<file path="config.mk">
export PLATFORM = sky130hd
export DESIGN_NAME = cpn_entry
export DESIGN_NICKNAME = d
export VERILOG_FILES = /design/src/cpn_pkg.sv /design/src/cpn_entry.sv
export SDC_FILE = /design/constraint.sdc
export NUM_CORES = 1
export LEC_CHECK = 0
export BUFFER_PORTS_ARGS = -buffer_cell sky130_fd_sc_hd__buf_4
export CAP_MARGIN = 20
export CORE_AREA = 3 3 147 149
export CTS_CLUSTER_SIZE = 24
export DETAILED_ROUTE_END_ITERATION = 8
export DIE_AREA = 0 0 150 152
export GPL_TIMING_DRIVEN = 0
export PLACE_DENSITY = 0.94
export RECOVER_POWER = 100
export SLEW_MARGIN = 10
export SYNTH_ARGS = -nofsm -noshare
export SYNTH_HDL_FRONTEND = slang
export SYNTH_SLANG_ARGS = --single-unit
</file>
<file path="constraint.sdc">
create_clock -name clock -period 11.4 [get_ports clock]
set_input_delay 2.28 -clock clock [delete_from_list [all_inputs] [get_ports clock]]
set_output_delay 2.28 -clock clock [all_outputs]
set_load 0.02 [all_outputs]
</file>
<file path="src/cpn_pkg.sv">
// Shared types and constants for the complex phase normalizer.
// Used by every module of the block; depends on nothing else.

package cpn_pkg;

   localparam int SAMPLE_WIDTH  = 16;
   localparam int CORDIC_STAGES = 16;

   localparam int OUT_WIDTH = 16;
   localparam int MAG_WIDTH = 15;

   localparam int REQ_DATA_W = ((2 * SAMPLE_WIDTH + 7) / 8) * 8;
   localparam int RSP_DATA_W = ((2 * OUT_WIDTH + 7) / 8) * 8;

   // The vectoring path works on the input scaled by 2^(58-SAMPLE_WIDTH), so full scale
   // sits near bit 57. Its magnitude stays below 2.4 input full scales, under 2^59.
   localparam int VEC_SHIFT = 58 - SAMPLE_WIDTH;
   localparam int VEC_W     = SAMPLE_WIDTH + VEC_SHIFT + 2;
   // The rotation path is Q32 and stays below 2^48.
   localparam int FRAC_W  = 32;
   localparam int ROT_W   = 50;
   localparam int SHIFT_W = (CORDIC_STAGES > 1) ? $clog2(CORDIC_STAGES) : 1;
   localparam int RES_W   = ROT_W - FRAC_W;

   localparam int PROD_W = MAG_WIDTH + FRAC_W;

   // Reciprocal of the CORDIC gain in Q32.
   localparam logic [FRAC_W-1:0] INV_GAIN_Q32 = 32'h9B74EDA8;
   localparam logic [MAG_WIDTH-1:0] MAG_RESET = 15'h7FFF;

   localparam logic signed [ROT_W-1:0] ROUND_HALF = {{(ROT_W - FRAC_W){1'b0}}, 1'b1,
                                                     {(FRAC_W - 1){1'b0}}};
   localparam logic signed [RES_W-1:0] OUT_MAX = RES_W'(32767);
   localparam logic signed [RES_W-1:0] OUT_MIN = -RES_W'(32767);

   // Quarter turn applied before the iterations, undone after them.
   typedef enum logic [1:0] {
      QUAD_NONE,
      QUAD_POS,   // turned by -90 degrees, restored by +90 degrees
      QUAD_NEG    // turned by +90 degrees, restored by -90 degrees
   } quad_type;

   typedef struct packed {
      logic signed [VEC_W-1:0] vx;
      logic signed [VEC_W-1:0] vy;
      logic signed [ROT_W-1:0] rx;
      logic signed [ROT_W-1:0] ry;
      quad_type                quad;
      logic                    zero;
   } item_type;

endpackage

</file>
<file path="src/cpn_entry.sv">
// Entry stage of the complex phase normalizer: quadrant turn and scaling of the input,
// start value of the rotation vector. Depends on cpn_pkg.

module cpn_entry import cpn_pkg::*; (
   input  logic                           clock,
   input  logic                           reset,
   input  logic                           in_valid,
   output logic                           in_ready,
   input  logic signed [SAMPLE_WIDTH-1:0] re,
   input  logic signed [SAMPLE_WIDTH-1:0] im,
   input  logic [MAG_WIDTH-1:0]           magnitude,
   output logic                           out_valid,
   input  logic                           out_ready,
   output item_type                       out_item
);

   logic              valid_ff, valid_in;
   item_type          item_ff, item_in;
   logic signed [VEC_W-1:0] sx, sy;
   logic [PROD_W-1:0] prod;

   assign in_ready = !valid_ff || out_ready;

   always_comb begin
      sx   = VEC_W'(re) <<< VEC_SHIFT;
      sy   = VEC_W'(im) <<< VEC_SHIFT;
      prod = PROD_W'(magnitude) * PROD_W'(INV_GAIN_Q32);
      item_in.rx   = $signed(ROT_W'(prod));
      item_in.ry   = '0;
      item_in.zero = (re == '0) && (im == '0);
      if (!re[SAMPLE_WIDTH-1]) begin
         item_in.vx   = sx;
         item_in.vy   = sy;
         item_in.quad = QUAD_NONE;
      end else if (!im[SAMPLE_WIDTH-1]) begin
         item_in.vx   = sy;
         item_in.vy   = -sx;
         item_in.quad = QUAD_POS;
      end else begin
         item_in.vx   = -sy;
         item_in.vy   = sx;
         item_in.quad = QUAD_NEG;
      end
   end

   assign valid_in = in_ready ? in_valid : valid_ff;

   always_ff @(posedge clock) begin
      if (reset) begin
         valid_ff <= 1'b0;
      end else begin
         valid_ff <= valid_in;
      end
   end

   always_ff @(posedge clock) begin
      if (in_ready) begin
         item_ff <= item_in;
      end
   end

   assign out_valid = valid_ff;
   assign out_item  = item_ff;

endmodule

</file>
==> out/results.ini <==
[synthesis]
synthArstFlopShare_pct = 0
synth.largest_area_cell = fa_1
synth_xor_xnor_area_share_pct = 4.937
ys_warn_count = 0
seq_area_frac_synth_pct = 20.52
synth_top_area_share_pct = 25.51
synthAdderAreaFrac_pct = 41.25
synthTopCellsByArea = fa_1, edfxtp_1, ha_1
avgSynthCellArea_um2 = 9.993
synth_compound_area_share_pct = 9.209
synth_simple_gate_area_share_pct = 6.429
synth_cells = 1225
synth_edf_count = 83
synth_most_common_cell = inv_1
muxShareOfSynthArea_pct = 0.6132
synth_ff_type = edfxtp_1
ys_ff_latch = 84
synth_top_family_by_area = adder cells
synthTopCellsByCount = inv_1, fa_1, ha_1, buf_4, edfxtp_1
synth_cell_types = 64
syn_area_um2 = 12240

[place]
port_buffers = 134
dp.cells = 1771
dp_hpwl_um = 25710
gp_congestion = 1.013

[sta]
clock-skew-final_ns = 0.01175
setup_viol = 0
drv_slew = 88
hold_violations = 0
rsz0062_at_grt = false
fin_crit_sh_pct = 77.16
fin_crit_ns = 8.796
slew_headroom_pct = -87.26
fin_tns_setup_ns = 0
clock.fmax_mhz = 113.7
worst_pin_slew_ns = 2.809

[status]
failed_checks = max-capacitance violations, max-slew violations
status = complete, but fails checks

[worst_setup_path]
worstPathMaxFanout = 9
critPathCaptureType = flip-flop
critPathLaunchType = primary input
arrival_ns = 8.87
slowest_delay_ns = 0.58
path_delay_family = adder cells
startpoint = magnitude[12]
cp.required_ns = 11.48
path_cells = clkbuf_1 -> ha_1 -> clkbuf_1 -> xor2_1 -> ha_1 -> a21oi_1 -> fa_1 -> inv_1 -> fa_1 -> fa_1 -> inv_1 -> fa_1 -> inv_1 -> ha_1 -> a21oi_1 -> o21ai_0 -> a311oi_1 -> a21oi_1 -> o21ai_0 -> a211o_1 -> and2_0 -> a311oi_2
cp_slowest_cell = fa_1
r2r_start = out_valid
cp.buffers_inverters = 5
crit_type = in -> reg
r2r_setup_slack_ns = 7.46
cpMostUsedCell = fa_1

[clock_tree]
clk_latency_ns = 0.34
hold_buffers = 0
cts.sinks = 84
cts_buffer_depth = 2
root_buffer = clkbuf_16
cts_buffers = 9
htree_levels = 3
cts_tree = yes
cts.reportedPaths.clkPinSlew_ns = 0.07
post-cts-setup-buffers = 0
cts_resized = 0

[floorplanning]
start_util_pct = 60.31
dieArea_um2 = 22800
ioPinCount = 276
num_rows = 52
coreArea_um2 = 20300
die_w_um = 150
dieHeight_um = 152

[detailed_routing]
wl_per_cell_um = 17.02
remaining_drc_errors = 0
vias = 9258
route.antenna.remaining_nets = 0
drt_iter0_drc = 587
dr.pass1.iters = 6
viasPerCell = 5.181
finalWirelength_um = 30410

[grt]
grt_max_degree = 52
grt_pass1_vias = 9528
overflow = 0
grt_usage_pct = 26.75
antenna_found_initial = 0
grt_pass1_wl_um = 48400

[cells_and_area]
fin_nets = 1873
antenna_cells = 0
area_growth_pct = 14.78
drive_gt1_share_pct = 13.84
fin_cells = 1787

[min_path]
hp-class = reg -> reg
hold_start = out_valid

[run]
maxCapViolations = 2

worst reg2reg max path, delay by kind of cell, from the launching register on:
family	cells	cell delay, ns
buf+inv	1	2.06
flops	1	0.31
simple gates	1	1.07
metal layers:
layer  part of all wire [%]  track usage, %  up-vias
met3                    9.6           4.528       81
met2                     50           46.72      527
met1                     37           33.82     4402
met4                    3.3           8.497        0
li1                       -               -     4248
met5                      0               0        -
worst paths after layout:
path	cells after the start	end
worst min register to register	1	out_item[147]
worst max register to register	2	out_item[69]
worst min-delay path	1	out_item[147]
worst max-delay path	22	out_item[93]
state kept, by name, indices dropped and copies added (netlist names):
register / cells
out_item: 83
out_valid: 1
area by class of cell:
| type | instances | area, um^2 |
|---|---|---|
| buffer | 158 | 1130 |
| timing repair buffer | 135 | 656.9 |
| inverter | 253 | 952.2 |
| sequential | 84 | 2512 |
| multi-input combinational | 871 | 8157 |
| tap | 270 | 337.8 |
| clock inverter | 7 | 80.08 |
| fill | 1588 | 6248 |
| clock buffer | 9 | 225.2 |
cell usage in the layout, fill, tap and decap left out, types with 29 or more instances in the layout:
master	Yosys	layout
xor2_1	29	29
ha_1	154	154
nand2_1	38	38
a21oi_1	72	73
edfxtp_1	83	83
nor2_1	63	63
buf_4	141	180
clkbuf_1	13	111
conb_1	1	142
inv_1	252	252
fa_1	156	156
xnor2_1	40	40
cell families after synthesis:
logic type,Yosys count
AOI/OAI and AO/OA,178
xor gates and xnor gates,69
adders and majority gates,310
buffers and inverters,411
DFF,84
muxes,7
other,1
and+or+nand+nor,165
metrics by stage:
step / hold WS (ns) / instance area [um^2] / worst slack [ns] / utilization, %
6_report: 1.543 / 14050 / 2.604 / 69.22
2_1_floorplan: 2.349 / 12770 / 3.627 / -
3_3_place_gp: 2.433 / 14110 / 2.903 / 69.53
5_1_grt: 1.687 / 14050 / 2.235 / 69.22
4_1_cts: 0.9358 / 14460 / 3.164 / 71.21
3_5_place_dp: 0.9297 / 14150 / 2.881 / 69.71
Power is left out: the tool's default activity adds up to more than one toggle a clock period on the data nets, which glitch-free logic cannot reach.
