**src/cpn_pkg.sv**
```systemverilog
// Shared types and constants for the complex phase normalizer.
// Used by every module of the block; depends on nothing else.

package cpn_pkg;

   localparam int SAMPLE_WIDTH  = 16;
   localparam int CORDIC_STAGES = 16;

   localparam int OUT_WIDTH = 16;
   localparam int MAG_WIDTH = 15;

   localparam int REQ_DATA_W = ((2 * SAMPLE_WIDTH + 7) / 8) * 8;
   localparam int RSP_DATA_W = ((2 * OUT_WIDTH + 7) / 8) * 8;

   // The vectoring path works on the input scaled by 2^(58-SAMPLE_WIDTH), so full scale
   // sits near bit 57. Its magnitude stays below 2.4 input full scales, under 2^59.
   localparam int VEC_SHIFT = 58 - SAMPLE_WIDTH;
   localparam int VEC_W     = SAMPLE_WIDTH + VEC_SHIFT + 2;
   // The rotation path is Q32 and stays below 2^48.
   localparam int FRAC_W  = 32;
   localparam int ROT_W   = 50;
   localparam int SHIFT_W = (CORDIC_STAGES > 1) ? $clog2(CORDIC_STAGES) : 1;
   localparam int RES_W   = ROT_W - FRAC_W;

   localparam int PROD_W = MAG_WIDTH + FRAC_W;

   // Reciprocal of the CORDIC gain in Q32.
   localparam logic [FRAC_W-1:0] INV_GAIN_Q32 = 32'h9B74EDA8;
   localparam logic [MAG_WIDTH-1:0] MAG_RESET = 15'h7FFF;

   localparam logic signed [ROT_W-1:0] ROUND_HALF = {{(ROT_W - FRAC_W){1'b0}}, 1'b1,
                                                     {(FRAC_W - 1){1'b0}}};
   localparam logic signed [RES_W-1:0] OUT_MAX = RES_W'(32767);
   localparam logic signed [RES_W-1:0] OUT_MIN = -RES_W'(32767);

   // Quarter turn applied before the iterations, undone after them.
   typedef enum logic [1:0] {
      QUAD_NONE,
      QUAD_POS,   // turned by -90 degrees, restored by +90 degrees
      QUAD_NEG    // turned by +90 degrees, restored by -90 degrees
   } quad_type;

   typedef struct packed {
      logic signed [VEC_W-1:0] vx;
      logic signed [VEC_W-1:0] vy;
      logic signed [ROT_W-1:0] rx;
      logic signed [ROT_W-1:0] ry;
      quad_type                quad;
      logic                    zero;
   } item_type;

endpackage

```
**src/cpn_exit.sv**
```systemverilog
// Exit stage of the complex phase normalizer: undoes the quadrant turn, rounds the Q32
// result, saturates it and holds it for the response channel. Depends on cpn_pkg.

module cpn_exit import cpn_pkg::*; (
   input  logic                        clock,
   input  logic                        reset,
   input  logic                        in_valid,
   output logic                        in_ready,
   input  item_type                    in_item,
   input  logic [MAG_WIDTH-1:0]        magnitude,
   output logic                        out_valid,
   input  logic                        out_ready,
   output logic signed [OUT_WIDTH-1:0] re_out,
   output logic signed [OUT_WIDTH-1:0] im_out
);

   logic                        valid_ff, valid_in;
   logic signed [OUT_WIDTH-1:0] re_ff, re_in, im_ff, im_in;
   logic signed [ROT_W-1:0]     qx, qy, sum_x, sum_y;
   logic signed [RES_W-1:0]     res_x, res_y;

   function automatic logic signed [OUT_WIDTH-1:0] clamp(input logic signed [RES_W-1:0] v);
      logic signed [RES_W-1:0] c;
      if (v > OUT_MAX) begin
         c = OUT_MAX;
      end else if (v < OUT_MIN) begin
         c = OUT_MIN;
      end else begin
         c = v;
      end
      return OUT_WIDTH'(c);
   endfunction

   assign in_ready = !valid_ff || out_ready;

   always_comb begin
      case (in_item.quad)
         QUAD_POS: begin
            qx = -in_item.ry;
            qy = in_item.rx;
         end
         QUAD_NEG: begin
            qx = in_item.ry;
            qy = -in_item.rx;
         end
         default: begin
            qx = in_item.rx;
            qy = in_item.ry;
         end
      endcase
      // Round half up, then keep the integer part.
      sum_x = qx + ROUND_HALF;
      sum_y = qy + ROUND_HALF;
      res_x = sum_x[ROT_W-1:FRAC_W];
      res_y = sum_y[ROT_W-1:FRAC_W];
      if (in_item.zero) begin
         re_in = $signed(OUT_WIDTH'(magnitude));
         im_in = '0;
      end else begin
         re_in = clamp(res_x);
         im_in = clamp(res_y);
      end
   end

   assign valid_in = in_ready ? in_valid : valid_ff;

   always_ff @(posedge clock) begin
      if (reset) begin
         valid_ff <= 1'b0;
      end else begin
         valid_ff <= valid_in;
      end
   end

   always_ff @(posedge clock) begin
      if (in_ready) begin
         re_ff <= re_in;
         im_ff <= im_in;
      end
   end

   assign out_valid = valid_ff;
   assign re_out    = re_ff;
   assign im_out    = im_ff;

endmodule

```
**config.mk**
```make
export PLATFORM = sky130hd
export DESIGN_NAME = cpn_exit
export DESIGN_NICKNAME = d
export VERILOG_FILES = /design/src/cpn_pkg.sv /design/src/cpn_exit.sv
export SDC_FILE = /design/constraint.sdc
export NUM_CORES = 1
export LEC_CHECK = 0
export BUFFER_PORTS_ARGS = -buffer_cell sky130_fd_sc_hd__buf_2
export CELL_PAD_IN_SITES_DETAIL_PLACEMENT = 0
export CELL_PAD_IN_SITES_GLOBAL_PLACEMENT = 1
export CORE_MARGIN = 2
export CORE_UTILIZATION = 34
export CTS_BUF_LIST = sky130_fd_sc_hd__clkbuf_2
export DETAILED_ROUTE_END_ITERATION = 8
export PLACE_DENSITY_LB_ADDON = 0.1
export SLEW_MARGIN = 20
export SYNTH_ARGS = -nofsm -noshare
export SYNTH_HDL_FRONTEND = slang
export SYNTH_SLANG_ARGS = --single-unit
export TNS_END_PERCENT = 50
```
**constraint.sdc**
```tcl
create_clock -name clock -period 14.1 [get_ports clock]
set_input_delay 3.525 -clock clock [delete_from_list [all_inputs] [get_ports clock]]
set_output_delay 3.525 -clock clock [all_outputs]
set_load 0.01 [all_outputs]
```
==> metrics.md <==
| Metric | Value |
|---|---|
| Min Tclk post-route | between 8 and 9 ns |
| Die Ht | 122 um |
| P&R area growth vs syn | 19.0% |
| Worst clock skew | 0.0155 ns |
| Max cap viols | 0 |
| CP max FO | 26 |
| RSZ-0062 raised after global routing | false |
| Slew margin rel. | between 20 and 30% |
| Library cells used by synthesis | 79 |
| Post-synthesis cell count | a little under 600 |
| Ratio of cells with drive above 1 in the final layout | a little under a third |
| Synthesis-stage register bit count | 33 |
| Post-CTS Setup Bufs | 0 |
| Yosys warns | 0 |
| Synth Cell Area | 0.00471 sq mm |
| Startpoint Class | primary input |
| Synth top area cells | edfxtp_1, a221oi_2, nor2_1 |
| First-pass GRT wire length | about 25 mm |
| Peak supply drop | roughly 0.028 mV |
| Initial core utilization | approximately 34% |
| Outcome | complete, no violations |
| Number of remaining DRC errors | 0 |
| Share of Yosys cell area claimed by the top area cell type | about a fifth |
| IO Pins | ~280 |
| # rows | 43 |
| Clk sink count | 33 |
| Nets@finish | 959 |
| Cts hold-fix bufs | 0 |
| Final Cycle Share | about 60% |
| Total congestion overflow | 0 |
| Final setup TNS | 0 ns |
| Met2 WL | 6.91 mm |
| Syn nets | approximately 840 |
| PostCTS Resize Cnt | 0 |
| Vias in the first global route | slightly below 5000 |
| DR vias/cell | around 6.1 |
| Number of flops mapped to enable cells by yosys | 32 |
| GP Congestion | 0.841 |
| Core ar. | about 0.014 sq mm |
| Sequential element share of the synthesized area | a little over a fifth |
| First drt pass iteration count | 5 |
| CTS Buf Count | 5 |
| Slew Viols, Final | 0 |
| Reg clk slew, reported paths | around 0.18 ns |
| WL met1 | about 7.7 mm |
| Initial antenna violation count | 1 |
| Largest net degree at the start of global routing | 49 |
| Critical path type | in2reg |
| Vias post-DR | ~5400 |
| Worst-Skew Late Latency | 0.39 ns |
| Uppermost routed layer | met4 |
| Fillers | about 1400 |
| Die ar. | 0.0148 sq mm |
| Reg2Reg Depth | 2 |
| Port-buffer cells | 155 |
| Clock Path Buffers | 2 |
| Critical Path AT | ~8.5 ns |
| H-tree Lvls | 2 |
| Post-DP HPWL | roughly 13 mm |
| Critical path endpoint category | flip-flop |
| Final setup vio count | 0 |
| Top_reg_cell synth | edfxtp_1 |
| CTS tree | built |
| Power per cell area | 64.0 mW/mm^2 |
| Die Wd | ~120 um |
| Hold Fails Final Rpt | 0 |
| Min-Delay Path Depth | 2 |
| Worst EP required | 14.33 ns |
| Dpl cell area | 0.00556 sq mm |
| Met3 Wirelength | around 1.2 mm |
| First-iteration detailed-routing DRC count | 432 |
| Critical Path Source | in_item[1] |
| Worst r2r src | out_valid |
| Avg Synthesized Cell Area | ~8.0 sq um |
| Hold Crit Start | out_valid |
| DRT Wirelength | 16.1 mm |
| GRT Total Usage | 21.2% |
| Clock Tree Root | clkbuf_2 |
| Ys async rst share | 0% |
| DR WL/cell | 18.0 um |
| Slew @ Worst Pin | between 1 and 1.5 ns |
| Worst hold path class | reg2reg |
| Area leader, netlist | edfxtp_1 |
| Post-route design area | 0.00561 sq mm |
| Leakage power | between 2 and 2.5 nW |
| Post-DRT Antenna Nets | 0 |
| Fmax | 121 MHz |
[metal layers]
layer,up-vias,global-route usage [%]
li1,2627,-
met5,-,0
met4,0,5.39
met3,14,1.59
met1,2523,31.4
met2,266,33.3
[where the power goes]
part	internal (mW)	switching [mW]
combinational	0.0727	0.111
sequential	0.126	0.00351
clock	0.0124	0.0332
[registers in the layout, indices dropped and copies added (netlist names)]
name       cells
re_out        16
out_valid      1
im_out        16
[path summary, 6_finish.rpt]
kind | endpoint | slack, ns
hold reg to reg | re_out[12] | 0.86
hold / removal | re_out[12] | 0.86
setup / recovery | im_out[12] | 5.84
setup reg to reg | im_out[13] | 13.00
[synthesized netlist by cell type, types with 6 or more instances]
master,number
a211oi_1,10
a21oi_1,18
a221oi_1,7
a221oi_2,14
a22oi_1,9
a31oi_1,14
and3_1,9
and4_1,9
clkbuf_1,29
edfxtp_1,32
inv_1,17
mux2i_1,6
nand2_1,42
nand2b_1,7
nand3_1,16
nand4_1,17
nor2_1,49
nor3_1,27
nor3b_1,7
nor4_1,25
o211ai_1,6
o21a_1,6
o21ai_0,19
o31a_1,7
o31ai_1,22
o41ai_1,6
or2_2,6
or3_1,15
or4_1,6
xnor2_1,19
xor2_1,10
[critical path, cell delays in order]
cell,delay [ns]
buf_2,0.11
inv_1,0.05
ha_1,0.72
nand2b_1,0.79
nor3_1,0.35
o21ai_0,0.13
nand2_1,0.11
ha_1,0.22
nand4_1,0.23
nor3_1,0.60
nand4bb_1,0.28
nor2_1,0.18
nor4b_1,0.57
o21ai_1,0.41
o21ai_0,0.20
[metrics by stage]
stage	hold WS, ns	power, mW	worst slack, ns	util, %	std cells
floorplan	1.36	0.249	6.15	-	589
global placement	0.835	0.312	5.61	40.5	886
detailed placement	0.859	0.314	5.49	40.5	886
CTS	0.887	0.360	5.95	40.8	894
global route	0.939	0.384	5.15	40.9	895
finish	0.863	0.359	5.84	40.9	895
[layout make-up]
type / count / area [sq um] / share of cell area [%]
Antenna cell: 1 / 2.50 / 0.0446
Timing Repair Buffer: 159 / 806 / 14.4
Sequential cell: 33 / 981 / 17.5
Multi-Input combinational cell: 497 / 3490 / 62.2
Tap cell: 180 / 225 / 4.02
Clock inverter: 2 / 10.0 / 0.179
Clock buffer: 6 / 30.0 / 0.536
Inverter: 17 / 63.8 / 1.14
[cell usage in the layout, fill, tap and decap left out, types with 7 or more instances in the layout]
cell,n
buf_2,155
nor2_1,48
nand2_1,42
edfxtp_1,32
nor3_1,27
nor4_1,25
o31ai_1,22
o21ai_0,19
xnor2_1,19
a21oi_1,18
nand4_1,17
inv_1,17
nand3_1,16
or3_1,15
a31oi_1,14
a221oi_2,14
a211oi_1,10
xor2_1,10
and4_1,9
a22oi_1,9
and3_1,9
nand2b_1,7
o31a_1,7
nor3b_1,7
a221oi_1,7
[logic make-up after synthesis]
logic type,after synthesis,synth area share (%)
fa+ha+maj,4,1.06
simple gates,264,31.5
mux,9,1.99
flops,33,20.8
xor+xnor,29,5.39
buf+inv,59,5.28
compound gates,191,33.9
Power figures use the tool's default switching activity.
