[src/cpn_pkg.sv]
// Shared types and constants for the complex phase normalizer.
// Used by every module of the block; depends on nothing else.

package cpn_pkg;

   localparam int SAMPLE_WIDTH  = 16;
   localparam int CORDIC_STAGES = 16;

   localparam int OUT_WIDTH = 16;
   localparam int MAG_WIDTH = 15;

   localparam int REQ_DATA_W = ((2 * SAMPLE_WIDTH + 7) / 8) * 8;
   localparam int RSP_DATA_W = ((2 * OUT_WIDTH + 7) / 8) * 8;

   // The vectoring path works on the input scaled by 2^(58-SAMPLE_WIDTH), so full scale
   // sits near bit 57. Its magnitude stays below 2.4 input full scales, under 2^59.
   localparam int VEC_SHIFT = 58 - SAMPLE_WIDTH;
   localparam int VEC_W     = SAMPLE_WIDTH + VEC_SHIFT + 2;
   // The rotation path is Q32 and stays below 2^48.
   localparam int FRAC_W  = 32;
   localparam int ROT_W   = 50;
   localparam int SHIFT_W = (CORDIC_STAGES > 1) ? $clog2(CORDIC_STAGES) : 1;
   localparam int RES_W   = ROT_W - FRAC_W;

   localparam int PROD_W = MAG_WIDTH + FRAC_W;

   // Reciprocal of the CORDIC gain in Q32.
   localparam logic [FRAC_W-1:0] INV_GAIN_Q32 = 32'h9B74EDA8;
   localparam logic [MAG_WIDTH-1:0] MAG_RESET = 15'h7FFF;

   localparam logic signed [ROT_W-1:0] ROUND_HALF = {{(ROT_W - FRAC_W){1'b0}}, 1'b1,
                                                     {(FRAC_W - 1){1'b0}}};
   localparam logic signed [RES_W-1:0] OUT_MAX = RES_W'(32767);
   localparam logic signed [RES_W-1:0] OUT_MIN = -RES_W'(32767);

   // Quarter turn applied before the iterations, undone after them.
   typedef enum logic [1:0] {
      QUAD_NONE,
      QUAD_POS,   // turned by -90 degrees, restored by +90 degrees
      QUAD_NEG    // turned by +90 degrees, restored by -90 degrees
   } quad_type;

   typedef struct packed {
      logic signed [VEC_W-1:0] vx;
      logic signed [VEC_W-1:0] vy;
      logic signed [ROT_W-1:0] rx;
      logic signed [ROT_W-1:0] ry;
      quad_type                quad;
      logic                    zero;
   } item_type;

endpackage

[src/cpn_cell.sv]
// One CORDIC iteration: a vectoring step on the input vector whose direction also drives
// the opposite rotation step on the output vector. Depends on cpn_pkg.

module cpn_cell import cpn_pkg::*; (
   input  logic               clock,
   input  logic               reset,
   input  logic [SHIFT_W-1:0] stage_idx,
   input  logic               in_valid,
   output logic               in_ready,
   input  item_type           in_item,
   output logic               out_valid,
   input  logic               out_ready,
   output item_type           out_item
);

   logic     valid_ff, valid_in;
   item_type item_ff, item_in;
   logic signed [VEC_W-1:0] vx, vy, vdx, vdy;
   logic signed [ROT_W-1:0] rx, ry, rdx, rdy;

   assign in_ready = !valid_ff || out_ready;

   always_comb begin
      vx  = in_item.vx;
      vy  = in_item.vy;
      rx  = in_item.rx;
      ry  = in_item.ry;
      vdx = vy >>> stage_idx;
      vdy = vx >>> stage_idx;
      rdx = ry >>> stage_idx;
      rdy = rx >>> stage_idx;
      item_in = in_item;
      // A non-negative y turns the input clockwise and the output counterclockwise.
      if (!vy[VEC_W-1]) begin
         item_in.vx = vx + vdx;
         item_in.vy = vy - vdy;
         item_in.rx = rx - rdx;
         item_in.ry = ry + rdy;
      end else begin
         item_in.vx = vx - vdx;
         item_in.vy = vy + vdy;
         item_in.rx = rx + rdx;
         item_in.ry = ry - rdy;
      end
   end

   assign valid_in = in_ready ? in_valid : valid_ff;

   always_ff @(posedge clock) begin
      if (reset) begin
         valid_ff <= 1'b0;
      end else begin
         valid_ff <= valid_in;
      end
   end

   always_ff @(posedge clock) begin
      if (in_ready) begin
         item_ff <= item_in;
      end
   end

   assign out_valid = valid_ff;
   assign out_item  = item_ff;

endmodule

[config.mk]
export PLATFORM = sky130hd
export DESIGN_NAME = cpn_cell
export DESIGN_NICKNAME = d
export VERILOG_FILES = /design/src/cpn_pkg.sv /design/src/cpn_cell.sv
export SDC_FILE = /design/constraint.sdc
export NUM_CORES = 2
export LEC_CHECK = 0
export BUFFER_PORTS_ARGS = -buffer_cell sky130_fd_sc_hd__buf_4
export CAP_MARGIN = 20
export CORE_ASPECT_RATIO = 2
export CORE_MARGIN = 5
export CORE_UTILIZATION = 33
export DETAILED_ROUTE_END_ITERATION = 10
export SLEW_MARGIN = 40
export SYNTH_ARGS = -nofsm -noshare
export SYNTH_HDL_FRONTEND = slang
export SYNTH_SLANG_ARGS = --single-unit
[constraint.sdc]
create_clock -name clock -period 8.25 [get_ports clock]
set_clock_uncertainty 0.1 [all_clocks]
set_input_delay 0.825 -clock clock [delete_from_list [all_inputs] [get_ports clock]]
set_output_delay 0.825 -clock clock [all_outputs]
set_load 0.005 [all_outputs]
==> flow_metrics.tcl <==
set metrics [dict create \
    outcome "complete, no violations" \
    core_mm2 0.1061 \
    cts_sinks 224 \
    die_w_um 241.4 \
    path_clk_slew_ps 60 \
    syn_area_mm2 0.03533 \
    drv_cap 0 \
    cp_top_family "compound AO/OA/AOI/OAI gates" \
    synth.distinct_cells 89 \
    drv_slew 0 \
    synth_ff_type "edfxtp_1" \
    placementRows 169 \
    power.leakage_uw 0.01686 \
    clock_latency_ps 580 \
    syn-instance-count 3963 \
    grt_pass1_vias 36136 \
    synth_warnings 0 \
    ctsLongestPathBuffers 3 \
    hold-worst-slack_ps 284.1 \
    syn_avg_cell_area_um2 8.916 \
    period_needed_ps 7316 \
    place.gp.congestion 0.9698 \
    setup_viol_count_final 0 \
    cts_tree "built" \
    synth_fp_nets 4432 \
    cts_buffers 22 \
    crit_type "in2reg" \
    hold_viol_final 0 \
    cp_slowest_cell "mux4_2" \
    port_buffers 455 \
    vias 34833 \
    rsz0062_at_grt "no" \
    critPathMaxFanout 41 \
    vdd_ir_drop_max_uv 203.6 \
    fin_crit_sh_pct 88.68 \
    slew-limit-headroom_pct 42.86 \
    ys_ff_latch 224 \
    via_per_inst 6.086 \
    grt_pass1_wl_um 219100 \
    fin_setup_tns_ps 0 \
    synth_edf_count 223 \
    setup.worst_path.start_class "input pin" \
    initial_core_util_pct 33.29 \
    tightest_slew_ps 848.1 \
    fill_cells 10912 \
    drive_gt1_share_pct 23.32 \
    end_kind "flop" \
    globalRouteOverflowTotal 0 \
    max_stage_delay_ps 650 \
    ys_seq_area_share_pct 19.01 \
    die_h_um 472.8 \
    area_growth_pct 16.51 \
    post_cts_buffers 0 \
    hold_class "in2reg" \
    dp_cells 5679 \
    antenna_found_initial 8 \
    postRouteAntennaNets 0 \
    hpwlAfterDp_um 122800 \
    dr.pass1.iters 5 \
    path_cells "buf_8, buf_12, buf_4, mux4_2, mux2_2, mux2i_1, and3_1, and3_1, and3_1, a31oi_1, xnor2_1, ha_1, a21oi_1, o21ai_0, a31o_2, a211o_1, a41oi_1, buf_4, o31a_1, nor3_1, nand2b_1, xor2_1" \
    required_ps 8480 \
    layout.cells.non_filler 5723 \
    hold_buffers 0 \
    critPathBufInv 4 \
    regArea_mm2 0.006716 \
    multi_input_area_mm2 0.02721 \
    ioPinCount 456 \
    die_area_mm2 0.1141 \
    wl_per_cell_um 26.39 \
    htreeDepth 1 \
    cts-root-buf "clkbuf_16" \
    fmax_mhz 136.7 \
    first_iter_violations 2542 \
    nets 4804 \
    worstPathArrival_ps 7550 \
    cts_resized 0 \
    wl_um 151000 \
    drc 0 \
    grt_use_total_pct 25.12 \
    p_per_area_mw_per_mm2 197.2 \
    grt_max_degree 130 \
    critPathMostFrequentCell "and3_1" \
    synthArstFlopShare_pct 0 \
]
-- final cells by class --
type                    count  area share (%)
inverters                  98          0.9240
diodes                      6         0.03647
flip-flops and latches    224           16.32
well taps                1368           4.158
clock buffers              28           1.444
clock inverters            10          0.2310
multi-input cells        3413           66.11
repair buffers            576           10.78
-- synth_stat cells, types with 11 or more instances --
cell / n / area share [%]
nand2_1: 419 / 4.5
a21oi_1: 367 / 5.2
nor2_1: 305 / 3.2
mux4_2: 260 / 17
xnor2_1: 260 / 6.4
ha_1: 234 / 8.3
o21ai_0: 225 / 3.2
edfxtp_1: 223 / 19
xor2_1: 144 / 3.6
a21o_1: 138 / 2.9
mux2i_1: 130 / 3.7
clkbuf_1: 119 / 1.3
nor3_1: 99 / 1.4
inv_1: 95 / 1.0
mux2_2: 90 / 2.9
a31oi_1: 81 / 1.4
nand3_1: 75 / 1.1
and3_1: 45 / 0.80
buf_2: 45 / 0.64
nand4_1: 43 / 0.76
and2_1: 41 / 0.73
buf_1: 41 / 0.44
nor2b_1: 39 / 0.69
nand2b_1: 38 / 0.67
o21a_1: 37 / 0.79
o21bai_1: 37 / 0.79
o211ai_1: 23 / 0.49
a211oi_1: 17 / 0.36
a41oi_1: 17 / 0.42
o31ai_1: 15 / 0.32
or3_1: 15 / 0.27
a31o_2: 14 / 0.35
and4_1: 13 / 0.32
buf_6: 13 / 0.41
a221oi_1: 12 / 0.30
o31a_1: 12 / 0.30
a221o_1: 11 / 0.31
or2_2: 11 / 0.19
-- metal layers --
metal,GRT usage (%),wire [um],vias to the layer above
li1,-,-,15778
met1,23.85,48310,16876
met2,47.55,80060,1637
met3,2.797,7955,542
met4,20.06,14680,0
met5,0,0,-
-- registers in the layout, indices dropped and copies added (netlist names) --
signal / flops
out_item: 223
out_valid: 1
-- power by group --
| group | leakage (uW) | internal [uW] | total (uW) | switching [uW] |
|---|---|---|---|---|
| Clock | 0.000340 | 566 | 1030 | 461 |
| Sequential | 0.00232 | 1930 | 2080 | 156 |
| Combinational | 0.0142 | 2250 | 5010 | 2760 |
| Total | 0.0169 | 4740 | 8120 | 3380 |
-- cells by family (layout without fill, tap and decap cells) --
group	after synthesis	count (layout)	share of synthesized area (%)
AND/OR/NAND/NOR	1207	1207	16.16
AO/OA/AOI/OAI	1084	1084	19.17
multiplexers	480	480	23.12
XOR/XNOR	404	404	10.01
buffers and inverters	326	712	4.005
adder cells (fa/ha/maj)	238	238	8.513
flip-flops	224	224	19.01
other	0	6	0
-- final timing paths --
path,slack (ps),cells past startpoint,end,startpoint
worst max-delay path,930,22,out_item[154]$_DFFE_PP_,stage_idx[0]
worst min-delay path,280,2,out_valid$_SDFFE_PP0P_,reset
worst max register to register,5970,3,out_item[214]$_DFFE_PP_,out_valid$_SDFFE_PP0P_
worst min register to register,540,2,out_valid$_SDFFE_PP0P_,out_valid$_SDFFE_PP0P_
-- layout by cell type (no fill, tap or decap), types with 10 or more instances in the layout --
cell type  netlist  final
or3_1           15     15
o31a_1          12     12
a211oi_1        17     17
ha_1           234    234
a31o_2          14     14
nand2b_1        38     37
clkbuf_16        0     23
o21a_1          37     37
inv_1           95     94
o211ai_1        23     23
mux2i_1        130    130
edfxtp_1       223    223
nor3b_1         10     10
a221o_1         11     11
or2_2           11     11
nor2_1         305    305
o21ai_0        225    222
a221oi_1        12     12
and3_1          45     45
a21o_1         138    138
a21oi_1        367    367
xnor2_1        260    260
buf_4           10    564
nand2_1        419    419
mux4_2         260    260
xor2_1         144    144
mux2_2          90     90
a41oi_1         17     17
nor2b_1         39     39
nand3_1         75     75
and4_1          13     13
o31ai_1         15     15
and2_1          41     41
a31oi_1         81     81
o21bai_1        37     37
nand4_1         43     43
nor3_1          99     99
-- worst reg2reg max path: stages, from the launching register on --
cell and delay (ps):
dfxtp_1 330, nand2b_4 180, buf_4 530, buf_4 690
-- through the flow --
stage	cell area (um2)	setup slack (ps)	power, uW	util, %
4_1_cts	41150	1072	8161	38.77
5_1_grt	41170	626.7	8638	38.78
3_5_place_dp	40460	437.0	7066	38.12
2_1_floorplan	35330	462.0	4961	-
6_report	41170	934.1	8118	38.78
3_3_place_gp	40460	138.6	7065	38.11
Note: power is estimated with default switching activity, not from simulation.
